`config.mk`:
```
export PLATFORM = sky130hd
export DESIGN_NAME = rulkov_neuron_map_step_flat
export DESIGN_NICKNAME = d
export VERILOG_FILES = /design/src/hdl/rnm_pkg.sv /design/src/hdl/rnm_in_if.sv /design/src/hdl/rnm_out_if.sv /design/src/hdl/rulkov_neuron_map_step.sv /design/src/hdl/rnm_mul.sv /design/src/hdl/rnm_div.sv /design/src/flat_wrapper.sv
export SDC_FILE = /design/constraint.sdc
export NUM_CORES = 2
export LEC_CHECK = 0
export BUFFER_PORTS_ARGS = -buffer_cell sky130_fd_sc_hd__buf_4
export CORE_ASPECT_RATIO = 1.2
export CORE_UTILIZATION = 55
export DETAILED_ROUTE_END_ITERATION = 8
export PLACE_DENSITY = 0.76
export RECOVER_POWER = 100
export SYNTH_ARGS = -nofsm -noshare
export SYNTH_HDL_FRONTEND = slang
export SYNTH_SLANG_ARGS = --single-unit
export TNS_END_PERCENT = 5
```
`constraint.sdc`:
```
create_clock -name i_clk -period 7.37 [get_ports i_clk]
set_input_delay 0 -clock i_clk [delete_from_list [all_inputs] [get_ports i_clk]]
set_output_delay 0 -clock i_clk [all_outputs]
set_load 0.1 [all_outputs]
```
`src/hdl/rnm_pkg.sv`:
```
// Shared types and constants for the Rulkov map neuron step block.
// Used by the top level; no dependencies.
package rnm_pkg;

    // Default word and fraction widths of the fixed-point format
    localparam int WORD_BITS_DEF = 32;
    localparam int FRAC_BITS_DEF = 24;

    // Configuration port index width (seven registers)
    localparam int CFG_IDX_BITS = 3;

    // Register indexes
    typedef enum logic [CFG_IDX_BITS-1:0] {
        CFG_ALPHA    = 3'd0,
        CFG_BETA     = 3'd1,
        CFG_MU       = 3'd2,
        CFG_SIGMA    = 3'd3,
        CFG_START_X  = 3'd4,
        CFG_START_Y  = 3'd5,
        CFG_USE_STAT = 3'd6
    } t_cfg_idx;

    // Reset values as 32-bit patterns, sign-extended or cut to the word width
    localparam logic signed [31:0] RST_ALPHA   = 32'sd100663296;
    localparam logic signed [31:0] RST_BETA    = 32'sd0;
    localparam logic signed [31:0] RST_MU      = 32'sd16777;
    localparam logic signed [31:0] RST_SIGMA   = 32'sd0;
    localparam logic signed [31:0] RST_START_X = -32'sd16777216;
    localparam logic signed [31:0] RST_START_Y = -32'sd50331648;

    // Sequencer states
    typedef enum logic [2:0] {
        S_IDLE  = 3'd0,
        S_MUL_X = 3'd1,
        S_MUL_S = 3'd2,
        S_DIV   = 3'd3,
        S_ADD1  = 3'd4,
        S_ADD2  = 3'd5,
        S_EMIT  = 3'd6
    } t_state;

endpackage

```
`src/hdl/rnm_in_if.sv`:
```
// Input channel of the neuron step block: valid/ready plus the restart flag.
// No dependencies.
interface rnm_in_if;
    logic valid;
    logic ready;
    logic restart;

    modport source (output valid, output restart, input ready);
    modport sink (input valid, input restart, output ready);
endinterface

```
`src/hdl/rnm_out_if.sv`:
```
// Output channel of the neuron step block: valid/ready plus x, y and step index.
// No dependencies.
interface rnm_out_if #(
    parameter int W = 32
);
    logic                valid;
    logic                ready;
    logic signed [W-1:0] x_out;
    logic signed [W-1:0] y_out;
    logic        [31:0]  step_index;

    modport source (output valid, output x_out, output y_out, output step_index, input ready);
    modport sink (input valid, input x_out, input y_out, input step_index, output ready);
endinterface

```
`src/hdl/rulkov_neuron_map_step.sv`:
```
// Top level of the Rulkov map neuron step: configuration registers, state,
// sequencer and saturating adds. Uses rnm_pkg, rnm_in_if, rnm_out_if,
// rnm_mul and rnm_div.
//
//  channel   dir  handshake          payload
//  i_in      in   valid / ready      restart
//  o_out     out  valid / ready      x_out, y_out, step_index
//  cfg       in   i_cfg_we only      i_cfg_idx, i_cfg_data
//
// A word passes through two bit-serial products, mu*(x+1) then mu*sigma, two add
// states and the output load, with the divider running alongside. i_in.ready is
// high only while idle, so a new word is not taken before the last one is through
// the sequencer; a finished word waits in the output register and a second one
// holds the sequencer until it leaves. Sync active-low reset.
module rulkov_neuron_map_step #(
    parameter int WORD_BITS = rnm_pkg::WORD_BITS_DEF,
    parameter int FRAC_BITS = rnm_pkg::FRAC_BITS_DEF
) (
    input  logic                              i_clk,
    input  logic                              i_rst_n,
    rnm_in_if.sink                            i_in,
    rnm_out_if.source                         o_out,
    input  logic                              i_cfg_we,
    input  logic [rnm_pkg::CFG_IDX_BITS-1:0]  i_cfg_idx,
    input  logic [WORD_BITS-1:0]              i_cfg_data
);
    import rnm_pkg::*;

    localparam int W = WORD_BITS;
    localparam logic [W-1:0] VMAX    = {1'b0, {(W-1){1'b1}}};
    localparam logic [W-1:0] VMIN    = {1'b1, {(W-1){1'b0}}};
    localparam logic [W-1:0] ONE_V   = (FRAC_BITS < W - 1) ? (W'(1) << FRAC_BITS) : VMAX;
    localparam logic [W-1:0] NEG_ONE = ~ONE_V + 1'b1;

    localparam logic [63:0] EXT_ALPHA = 64'(RST_ALPHA);
    localparam logic [63:0] EXT_BETA  = 64'(RST_BETA);
    localparam logic [63:0] EXT_MU    = 64'(RST_MU);
    localparam logic [63:0] EXT_SIGMA = 64'(RST_SIGMA);
    localparam logic [63:0] EXT_SX    = 64'(RST_START_X);
    localparam logic [63:0] EXT_SY    = 64'(RST_START_Y);

    // Saturating add and subtract on the word
    function automatic logic [W-1:0] sat_add(input logic [W-1:0] a, input logic [W-1:0] b);
        logic [W:0] s;
        s = {a[W-1], a} + {b[W-1], b};
        if (s[W] != s[W-1]) begin
            return s[W] ? VMIN : VMAX;
        end
        return s[W-1:0];
    endfunction

    function automatic logic [W-1:0] sat_sub(input logic [W-1:0] a, input logic [W-1:0] b);
        logic [W:0] s;
        s = {a[W-1], a} - {b[W-1], b};
        if (s[W] != s[W-1]) begin
            return s[W] ? VMIN : VMAX;
        end
        return s[W-1:0];
    endfunction

    // Configuration registers
    logic [W-1:0] r_alpha, r_beta, r_mu, r_sigma, r_sx, r_sy;
    logic         r_stat;

    // Neuron state and work registers
    t_state       r_state, n_state;
    logic [W-1:0] r_x, r_y;
    logic [31:0]  r_cnt;
    logic         r_rst_item;
    logic [W-1:0] r_px, r_ps, r_yb, r_t, r_s, r_nxd, r_ny;
    logic         r_qv;

    // Output register
    logic         r_ov;
    logic [W-1:0] r_ox, r_oy;
    logic [31:0]  r_oc;

    // Sequencer outputs
    logic         in_ready;
    logic         accept;
    logic         mul_start;
    logic [W-1:0] mul_b;
    logic         div_start;
    logic         emit_load;

    logic [W-1:0] x_eff;
    logic [W-1:0] x_p1;
    logic [W-1:0] nx;
    logic         mul_done, div_done;
    logic [W-1:0] mul_prod, div_quo;

    assign accept = i_in.valid && in_ready;
    assign x_eff  = i_in.restart ? r_sx : r_x;
    assign x_p1   = sat_add(x_eff, ONE_V);

    // Next fast variable by the sign of x and the compare against alpha+y+beta
    always_comb begin
        if ($signed(r_x) <= $signed({W{1'b0}})) begin
            nx = r_nxd;
        end else if ($signed(r_x) < $signed(r_s)) begin
            nx = r_s;
        end else begin
            nx = NEG_ONE;
        end
    end

    // Next state
    always_comb begin
        n_state = r_state;
        case (r_state)
            S_IDLE:  if (accept) n_state = S_MUL_X;
            S_MUL_X: if (mul_done) n_state = S_MUL_S;
            S_MUL_S: if (mul_done) n_state = S_DIV;
            S_DIV:   if (r_qv) n_state = S_ADD1;
            S_ADD1:  n_state = S_ADD2;
            S_ADD2:  n_state = S_EMIT;
            S_EMIT:  if (!r_ov || o_out.ready) n_state = S_IDLE;
            default: n_state = S_IDLE;
        endcase
    end

    // Sequencer outputs
    always_comb begin
        in_ready  = 1'b0;
        mul_start = 1'b0;
        mul_b     = x_p1;
        div_start = 1'b0;
        emit_load = 1'b0;
        case (r_state)
            S_IDLE: begin
                in_ready  = 1'b1;
                mul_start = accept;
                div_start = accept;
            end
            S_MUL_X: begin
                mul_start = mul_done;
                mul_b     = r_sigma;
            end
            S_EMIT: begin
                emit_load = !r_ov || o_out.ready;
            end
            default: begin
                in_ready = 1'b0;
            end
        endcase
    end

    // Shared multiplier: mu*(x+1), then mu*sigma
    rnm_mul #(
        .W (W),
        .F (FRAC_BITS)
    ) u_mul (
        .i_clk   (i_clk),
        .i_rst_n (i_rst_n),
        .i_start (mul_start),
        .i_a     (r_mu),
        .i_b     (mul_b),
        .o_done  (mul_done),
        .o_prod  (mul_prod)
    );

    // Divider for alpha/(1-x)
    rnm_div #(
        .W (W),
        .F (FRAC_BITS)
    ) u_div (
        .i_clk   (i_clk),
        .i_rst_n (i_rst_n),
        .i_start (div_start),
        .i_alpha (r_alpha),
        .i_x     (x_eff),
        .o_done  (div_done),
        .o_quo   (div_quo)
    );

    // Configuration writes
    always_ff @(posedge i_clk) begin
        if (!i_rst_n) begin
            r_alpha <= EXT_ALPHA[W-1:0];
            r_beta  <= EXT_BETA[W-1:0];
            r_mu    <= EXT_MU[W-1:0];
            r_sigma <= EXT_SIGMA[W-1:0];
            r_sx    <= EXT_SX[W-1:0];
            r_sy    <= EXT_SY[W-1:0];
            r_stat  <= 1'b0;
        end else if (i_cfg_we) begin
            case (i_cfg_idx)
                CFG_ALPHA:    r_alpha <= i_cfg_data;
                CFG_BETA:     r_beta  <= i_cfg_data;
                CFG_MU:       r_mu    <= i_cfg_data;
                CFG_SIGMA:    r_sigma <= i_cfg_data;
                CFG_START_X:  r_sx    <= i_cfg_data;
                CFG_START_Y:  r_sy    <= i_cfg_data;
                CFG_USE_STAT: r_stat  <= i_cfg_data[0];
                default:      r_stat  <= r_stat;
            endcase
        end
    end

    // Sequencer, neuron state and output valid
    always_ff @(posedge i_clk) begin
        if (!i_rst_n) begin
            r_state <= S_IDLE;
            r_x     <= EXT_SX[W-1:0];
            r_y     <= EXT_SY[W-1:0];
            r_cnt   <= '0;
            r_qv    <= 1'b0;
            r_ov    <= 1'b0;
        end else begin
            r_state <= n_state;
            // track quotient availability
            if (div_start) begin
                r_qv <= 1'b0;
            end else if (div_done) begin
                r_qv <= 1'b1;
            end
            // restart reloads the state before the step
            if (accept && i_in.restart) begin
                r_x   <= r_sx;
                r_y   <= r_sy;
                r_cnt <= '0;
            end
            // stationary y on a restart word once both products are known
            if (r_state == S_MUL_S && mul_done && r_rst_item && r_stat) begin
                r_y <= sat_sub(mul_prod, r_px);
            end
            // advance the neuron when the word is loaded into the output register
            if (emit_load) begin
                r_x   <= nx;
                r_y   <= r_ny;
                r_cnt <= r_cnt + 1'b1;
            end
            if (emit_load) begin
                r_ov <= 1'b1;
            end else if (o_out.ready) begin
                r_ov <= 1'b0;
            end
        end
    end

    // Work registers and output payload
    always_ff @(posedge i_clk) begin
        if (accept) begin
            r_rst_item <= i_in.restart;
        end
        if (r_state == S_MUL_X && mul_done) begin
            r_px <= mul_prod;
        end
        if (r_state == S_MUL_S && mul_done) begin
            r_ps <= mul_prod;
        end
        if (r_state == S_ADD1) begin
            r_yb <= sat_add(r_y, r_beta);
            r_t  <= sat_sub(r_y, r_px);
        end
        if (r_state == S_ADD2) begin
            r_s   <= sat_add(r_alpha, r_yb);
            r_nxd <= sat_add(div_quo, r_yb);
            r_ny  <= sat_add(r_t, r_ps);
        end
        if (emit_load) begin
            r_ox <= r_x;
            r_oy <= r_y;
            r_oc <= r_cnt;
        end
    end

    assign i_in.ready       = in_ready;
    assign o_out.valid      = r_ov;
    assign o_out.x_out      = r_ox;
    assign o_out.y_out      = r_oy;
    assign o_out.step_index = r_oc;
endmodule

```
`src/hdl/rnm_mul.sv`:
```
// Bit-serial signed fixed-point multiplier: one shift-add per cycle, then
// shift by the fraction width and saturate. No dependencies.
module rnm_mul #(
    parameter int W = 32,
    parameter int F = 24
) (
    input  logic                i_clk,
    input  logic                i_rst_n,
    input  logic                i_start,
    input  logic signed [W-1:0] i_a,
    input  logic signed [W-1:0] i_b,
    output logic                o_done,
    output logic signed [W-1:0] o_prod
);
    localparam int CW = $clog2(W + 1);
    localparam logic [2*W-1:0] LIM_POS = {{W{1'b0}}, 1'b0, {(W-1){1'b1}}};
    localparam logic [2*W-1:0] LIM_NEG = LIM_POS + 1'b1;
    localparam logic [W-1:0]   VMAX    = {1'b0, {(W-1){1'b1}}};
    localparam logic [W-1:0]   VMIN    = {1'b1, {(W-1){1'b0}}};

    logic            r_busy;
    logic            r_fin;
    logic            r_done;
    logic [CW-1:0]   r_cnt;
    logic [W-1:0]    r_ua;
    logic [2*W-1:0]  r_p;
    logic            r_neg;
    logic [W-1:0]    r_prod;

    logic [W-1:0]    mag_a;
    logic [W-1:0]    mag_b;
    logic [W:0]      sum;
    logic [2*W-1:0]  q;
    logic            over;

    // Magnitudes of the operands
    assign mag_a = i_a[W-1] ? (~i_a + 1'b1) : i_a;
    assign mag_b = i_b[W-1] ? (~i_b + 1'b1) : i_b;

    // One partial product per cycle
    assign sum = {1'b0, r_p[2*W-1:W]} + (r_p[0] ? {1'b0, r_ua} : {(W+1){1'b0}});

    // Scale and range check
    assign q    = r_p >> F;
    assign over = r_neg ? (q > LIM_NEG) : (q > LIM_POS);

    // Control
    always_ff @(posedge i_clk) begin
        if (!i_rst_n) begin
            r_busy <= 1'b0;
            r_fin  <= 1'b0;
            r_done <= 1'b0;
            r_cnt  <= '0;
        end else begin
            r_done <= r_fin;
            r_fin  <= 1'b0;
            if (i_start) begin
                r_busy <= 1'b1;
                r_cnt  <= CW'(W);
            end else if (r_busy) begin
                r_cnt <= r_cnt - 1'b1;
                if (r_cnt == CW'(1)) begin
                    r_busy <= 1'b0;
                    r_fin  <= 1'b1;
                end
            end
        end
    end

    // Datapath
    always_ff @(posedge i_clk) begin
        if (i_start) begin
            r_ua  <= mag_a;
            r_p   <= {{W{1'b0}}, mag_b};
            r_neg <= i_a[W-1] ^ i_b[W-1];
        end else if (r_busy) begin
            r_p <= {sum, r_p[W-1:1]};
        end
        if (r_fin) begin
            if (over) begin
                r_prod <= r_neg ? VMIN : VMAX;
            end else begin
                r_prod <= r_neg ? (~q[W-1:0] + 1'b1) : q[W-1:0];
            end
        end
    end

    assign o_done = r_done;
    assign o_prod = r_prod;
endmodule

```
`src/hdl/rnm_div.sv`:
```
// Restoring divider for alpha * 2^F / (1 - x), x <= 0: one quotient bit per
// cycle, then saturate to the word range. No dependencies.
module rnm_div #(
    parameter int W = 32,
    parameter int F = 24
) (
    input  logic                i_clk,
    input  logic                i_rst_n,
    input  logic                i_start,
    input  logic signed [W-1:0] i_alpha,
    input  logic signed [W-1:0] i_x,
    output logic                o_done,
    output logic signed [W-1:0] o_quo
);
    localparam int NB = W + F;
    localparam int DW = ((F + 1 > W) ? F + 1 : W) + 1;
    localparam int CB = $clog2(NB + 1);
    localparam logic [NB-1:0] LIM_POS = NB'({1'b0, {(W-1){1'b1}}});
    localparam logic [NB-1:0] LIM_NEG = LIM_POS + 1'b1;
    localparam logic [W-1:0]  VMAX    = {1'b0, {(W-1){1'b1}}};
    localparam logic [W-1:0]  VMIN    = {1'b1, {(W-1){1'b0}}};
    localparam logic [DW-1:0] ONE_D   = DW'(1) << F;

    logic            r_busy;
    logic            r_fin;
    logic            r_done;
    logic [CB-1:0]   r_cnt;
    logic [NB-1:0]   r_nq;
    logic [DW-1:0]   r_r;
    logic [DW-1:0]   r_d;
    logic            r_neg;
    logic [W-1:0]    r_quo;

    logic [W-1:0]    mag_a;
    logic [W-1:0]    mag_x;
    logic [DW:0]     r2;
    logic [DW:0]     diff;
    logic            ge;
    logic            over;

    assign mag_a = i_alpha[W-1] ? (~i_alpha + 1'b1) : i_alpha;
    assign mag_x = i_x[W-1] ? (~i_x + 1'b1) : i_x;

    // Shift in the next numerator bit and trial-subtract the divisor
    assign r2   = {r_r, r_nq[NB-1]};
    assign diff = r2 - {1'b0, r_d};
    assign ge   = (r2 >= {1'b0, r_d});

    assign over = r_neg ? (r_nq > LIM_NEG) : (r_nq > LIM_POS);

    // Control
    always_ff @(posedge i_clk) begin
        if (!i_rst_n) begin
            r_busy <= 1'b0;
            r_fin  <= 1'b0;
            r_done <= 1'b0;
            r_cnt  <= '0;
        end else begin
            r_done <= r_fin;
            r_fin  <= 1'b0;
            if (i_start) begin
                r_busy <= 1'b1;
                r_cnt  <= CB'(NB);
            end else if (r_busy) begin
                r_cnt <= r_cnt - 1'b1;
                if (r_cnt == CB'(1)) begin
                    r_busy <= 1'b0;
                    r_fin  <= 1'b1;
                end
            end
        end
    end

    // Datapath: numerator shifts out on top while quotient bits enter below
    always_ff @(posedge i_clk) begin
        if (i_start) begin
            r_nq  <= {mag_a, {F{1'b0}}};
            r_r   <= '0;
            r_d   <= ONE_D + DW'(mag_x);
            r_neg <= i_alpha[W-1];
        end else if (r_busy) begin
            r_r  <= ge ? diff[DW-1:0] : r2[DW-1:0];
            r_nq <= {r_nq[NB-2:0], ge};
        end
        if (r_fin) begin
            if (over) begin
                r_quo <= r_neg ? VMIN : VMAX;
            end else begin
                r_quo <= r_neg ? (~r_nq[W-1:0] + 1'b1) : r_nq[W-1:0];
            end
        end
    end

    assign o_done = r_done;
    assign o_quo  = r_quo;
endmodule

```
`src/flat_wrapper.sv`:
```
// flat-port wrapper written by rule: the top's interface ports become plain ports
module rulkov_neuron_map_step_flat import rnm_pkg::*;
#(
    parameter int WORD_BITS = rnm_pkg::WORD_BITS_DEF,
    parameter int FRAC_BITS = rnm_pkg::FRAC_BITS_DEF
)
  (i_clk, i_rst_n, i_cfg_we, i_cfg_idx, i_cfg_data, i_in_valid, i_in_restart, i_in_ready, o_out_valid, o_out_x_out, o_out_y_out, o_out_step_index, o_out_ready);
  rnm_in_if i_in_i ();
  rnm_out_if #(.W((WORD_BITS_DEF))) o_out_i ();
  input  logic i_clk;
  input  logic i_rst_n;
  input  logic i_cfg_we;
  input  logic [rnm_pkg::CFG_IDX_BITS-1:0] i_cfg_idx;
  input  logic [WORD_BITS-1:0] i_cfg_data;
  input wire logic [$bits(i_in_i.valid)-1:0] i_in_valid;
  input wire logic [$bits(i_in_i.restart)-1:0] i_in_restart;
  output wire logic [$bits(i_in_i.ready)-1:0] i_in_ready;
  output wire logic [$bits(o_out_i.valid)-1:0] o_out_valid;
  output wire logic [$bits(o_out_i.x_out)-1:0] o_out_x_out;
  output wire logic [$bits(o_out_i.y_out)-1:0] o_out_y_out;
  output wire logic [$bits(o_out_i.step_index)-1:0] o_out_step_index;
  input wire logic [$bits(o_out_i.ready)-1:0] o_out_ready;
  assign i_in_i.valid = i_in_valid;
  assign i_in_i.restart = i_in_restart;
  assign i_in_ready = i_in_i.ready;
  assign o_out_valid = o_out_i.valid;
  assign o_out_x_out = o_out_i.x_out;
  assign o_out_y_out = o_out_i.y_out;
  assign o_out_step_index = o_out_i.step_index;
  assign o_out_i.ready = o_out_ready;
  rulkov_neuron_map_step #(.WORD_BITS(WORD_BITS), .FRAC_BITS(FRAC_BITS)) u_core (.i_clk(i_clk), .i_rst_n(i_rst_n), .i_in(i_in_i), .o_out(o_out_i), .i_cfg_we(i_cfg_we), .i_cfg_idx(i_cfg_idx), .i_cfg_data(i_cfg_data));
endmodule
```
==> flow_summary.json <==
{
  "outcome": "finished with violations",
  "violations": "capacitance limit, slew limit",
  "hp-class": "in -> reg",
  "num_rows": 126,
  "cts.clk_slew.worst_paths_ns": 0.06,
  "post_drt_via_cell_ratio": 6.364,
  "fin_nets": 6354,
  "drc": 0,
  "synthMuxAreaShare": 0.02314,
  "layout_min_cycle_time_ns": 6.018,
  "critPathRequiredTime_ns": 7.78,
  "wl_per_cell_um": 23.71,
  "r2r_cells": 13,
  "gp_congestion": 0.9846,
  "port_buffers": 138,
  "critPathCaptureType": "register",
  "syn_to_final_growth_pct": 9.483,
  "worstMarginPinSlew_ns": 4.034,
  "synth_fa_ha_area_frac": 0.08005,
  "layout-drive-gt1-share": 0.05538,
  "antenna_left": 0,
  "min_to": "u_core.r_sx[23]",
  "slew_headroom": -1.689,
  "grt_pass1_vias": 44170,
  "worst-path-max-fanout": 48,
  "clockBufferDepth": 3,
  "htree_levels": 3,
  "die-area_um2": 101700,
  "hp-start": "i_cfg_data[23]",
  "place_inst": 7139,
  "hold_viol": 0,
  "clk_latency_ns": 0.68,
  "synth_flop_cell": "edfxtp_1",
  "async_reset_ff_frac": 0,
  "globalRouteOverflowTotal": 0,
  "fill_cells": 8434,
  "worst_r2r_endpoint": "u_core.u_mul.r_p[25]",
  "slew_violations": 982,
  "grt_first_pass_wirelength_um": 263200,
  "syn-num-nets": 6289,
  "cts-root-buf": "clkbuf_16",
  "track_usage": 0.3364,
  "initial_core_util": 0.5585,
  "holdPathStages": 4,
  "regToRegSetupSlack_ns": 1.43,
  "reg2reg_from": "u_core.r_state[0]",
  "grt_start_max_net_pins": 120,
  "ys_seq_area_frac": 0.4261,
  "finalClockSkew_ns": 0.02260,
  "initialDrtViolationCount": 4473,
  "rsz0062_at_grt": "false",
  "vias": 46890,
  "synth_top_family_by_area": "compound AO/OA/AOI/OAI gates",
  "setup_violations": 0,
  "die_h_um": 349.1,
  "timing.fmax_mhz": 166.2,
  "cts_tree": "done",
  "worstPathArrival_ns": 6.43,
  "fp.dieW_um": 291.2,
  "p_leak_nw": 23.11,
  "clock_sinks": 917,
  "coreArea_um2": 98850,
  "synthesis.area_um2": 55210,
  "synth_compound_area_frac": 0.2126,
  "synthXorXnorAreaFrac": 0.05172,
  "synth_edf_count": 516,
  "hpwl_um": 129700,
  "power_per_cell_area_nw_per_um2": 251.0,
  "yosys.area_share.simple": 0.1707,
  "final_cells": 7367,
  "ioPinCount": 139,
  "period_share": 0.8165,
  "max-cap-violations": 21,
  "first_pass_iters": 6,
  "finalSetupTns_ns": 0,
  "cts_made_buffers": 96,
  "start_kind": "primary input",
  "antenna_found_initial": 4,
  "path_class": "in -> reg",
  "peakVddDrop_v": 0.0002067,
  "ys_ff_latch": 917,
  "syn_inst": 5938,
  "avgSynthCellArea_um2": 9.297,
  "ctsResizeCount": 0,
  "ys_warn_count": 0,
  "synth_cell_types": 108,
  "wl_um": 174700
}
-- synthesized netlist by cell type (all sizes together), types with 35 or more instances --
cell,count,area share
nand2,732,0.050
edfxtp,516,0.28
dfxtp,401,0.15
a21oi,382,0.035
o21ai,374,0.034
nor2,365,0.025
ha,302,0.068
clkbuf,232,0.016
inv,224,0.015
xnor2,216,0.034
a21boi,195,0.027
nand3,171,0.016
a21o,131,0.018
nor3,129,0.012
xor2,110,0.017
mux2i,98,0.018
and2,97,0.011
o31ai,86,0.012
a211oi,65,0.0088
a31oi,65,0.0076
and3,65,0.0074
or3,55,0.0062
nand4,54,0.0065
nand2b,53,0.0060
nor2b,51,0.0058
o21a,50,0.0068
maj3,48,0.0087
o211ai,48,0.0065
buf,45,0.0045
o311ai,45,0.0075
nor4,40,0.0051
or2,35,0.0040
-- repair_timing --
| action | CTS | global route |
|---|---|---|
| endpoints found under the hold margin | 238 | 0 |
| hold buffers | 46 | 0 |
| buffers inserted | 0 | 0 |
-- stage by stage --
step,setup slack [ns],power (mW),cell area (um2),hold WS (ns),utilization
after floorplan,1.313,9.096,55210,0.09887,-
after global placement,2.507,10.03,57270,0.3539,0.5794
after detailed placement,2.328,10.10,57270,0.3607,0.5794
after CTS,2.460,15.22,61040,0.2092,0.6176
after global routing,1.031,15.83,60440,0.2479,0.6115
final,1.352,15.17,60440,0.2457,0.6115
-- layer usage --
layer	vias to the layer above	share of wire	GRT usage
li1	22130	-	-
met4	2	0.064	0.1997
met3	401	0.076	0.05317
met2	1884	0.46	0.5451
met1	22470	0.40	0.4243
met5	-	0.000046	0
-- flip-flops by register name (all words and copies together) (netlist names), 33 cells and up --
register           count
u_core.u_div.r_d      33
u_core.u_div.r_nq     56
u_core.u_div.r_r      33
u_core.u_mul.r_p      64
-- where the power goes --
| part | switching (mW) | internal (mW) |
|---|---|---|
| Combinational | 2.33 | 1.43 |
| Clock | 2.15 | 2.99 |
| Sequential | 0.401 | 5.86 |
-- how the worst max path moves through the flow --
| stage | start | end | slack [ns] |
|---|---|---|---|
| final | i_in_restart | u_core.u_mul.r_p[26] | 1.35 |
| after global placement | i_in_restart | u_core.u_mul.r_p[26] | 2.51 |
| after detailed placement | i_in_restart | u_core.u_mul.r_p[26] | 2.33 |
| after CTS | i_in_restart | u_core.u_mul.r_p[26] | 2.46 |
| after floorplan | u_core.r_state[2] | u_core.r_t[0] | 1.31 |
| after global routing | u_core.r_state[0] | u_core.u_mul.r_p[25] | 1.03 |
-- final cells by class --
cell class                 instances  area [um2]  share of cell area
multi-input combinational       4520       29670              0.4909
sequential                       917       23520              0.3892
clock buffer                     123        2628             0.04347
tap                             1280        1602             0.02650
timing repair buffer             244        1484             0.02455
inverter                         224       845.8             0.01399
clock inverter                    57       683.2             0.01130
antenna                            2       5.005          0.00008280
-- logic make-up (layout without fill, tap and decap cells) --
group           after synthesis  after routing
fa+ha+maj                   358            358
xor+xnor                    326            326
buf+inv                     501            648
simple gates               1954           1954
other cells                   1              3
compound gates             1757           1757
flops                       917            917
mux                         124            124
-- worst max-delay path, cell delays in order --
cell and delay (ns):
dlygate4sd3_1 0.52, clkbuf_1 1.07, buf_4 0.68, mux2i_1 0.39, inv_1 0.13, ha_1 0.24, and4_1 0.24, o211ai_1 0.57
o31ai_1 0.28, o21ai_0 0.51, ha_1 0.27, nor4b_2 0.30, nand4_1 0.40, o41ai_1 0.52, xor2_1 0.17, o21ai_1 0.07
-- cells in the final DEF, fill, tap and decap left out, drive strengths merged, types with 72 or more instances in the layout --
cell type,n
nand2,732
edfxtp,516
dfxtp,401
a21oi,382
o21ai,374
nor2,365
ha,302
clkbuf,249
inv,226
xnor2,216
a21boi,195
nand3,171
a21o,131
nor3,129
xor2,110
mux2i,98
and2,97
o31ai,86
buf,72
Power figures use the tool's default switching activity.
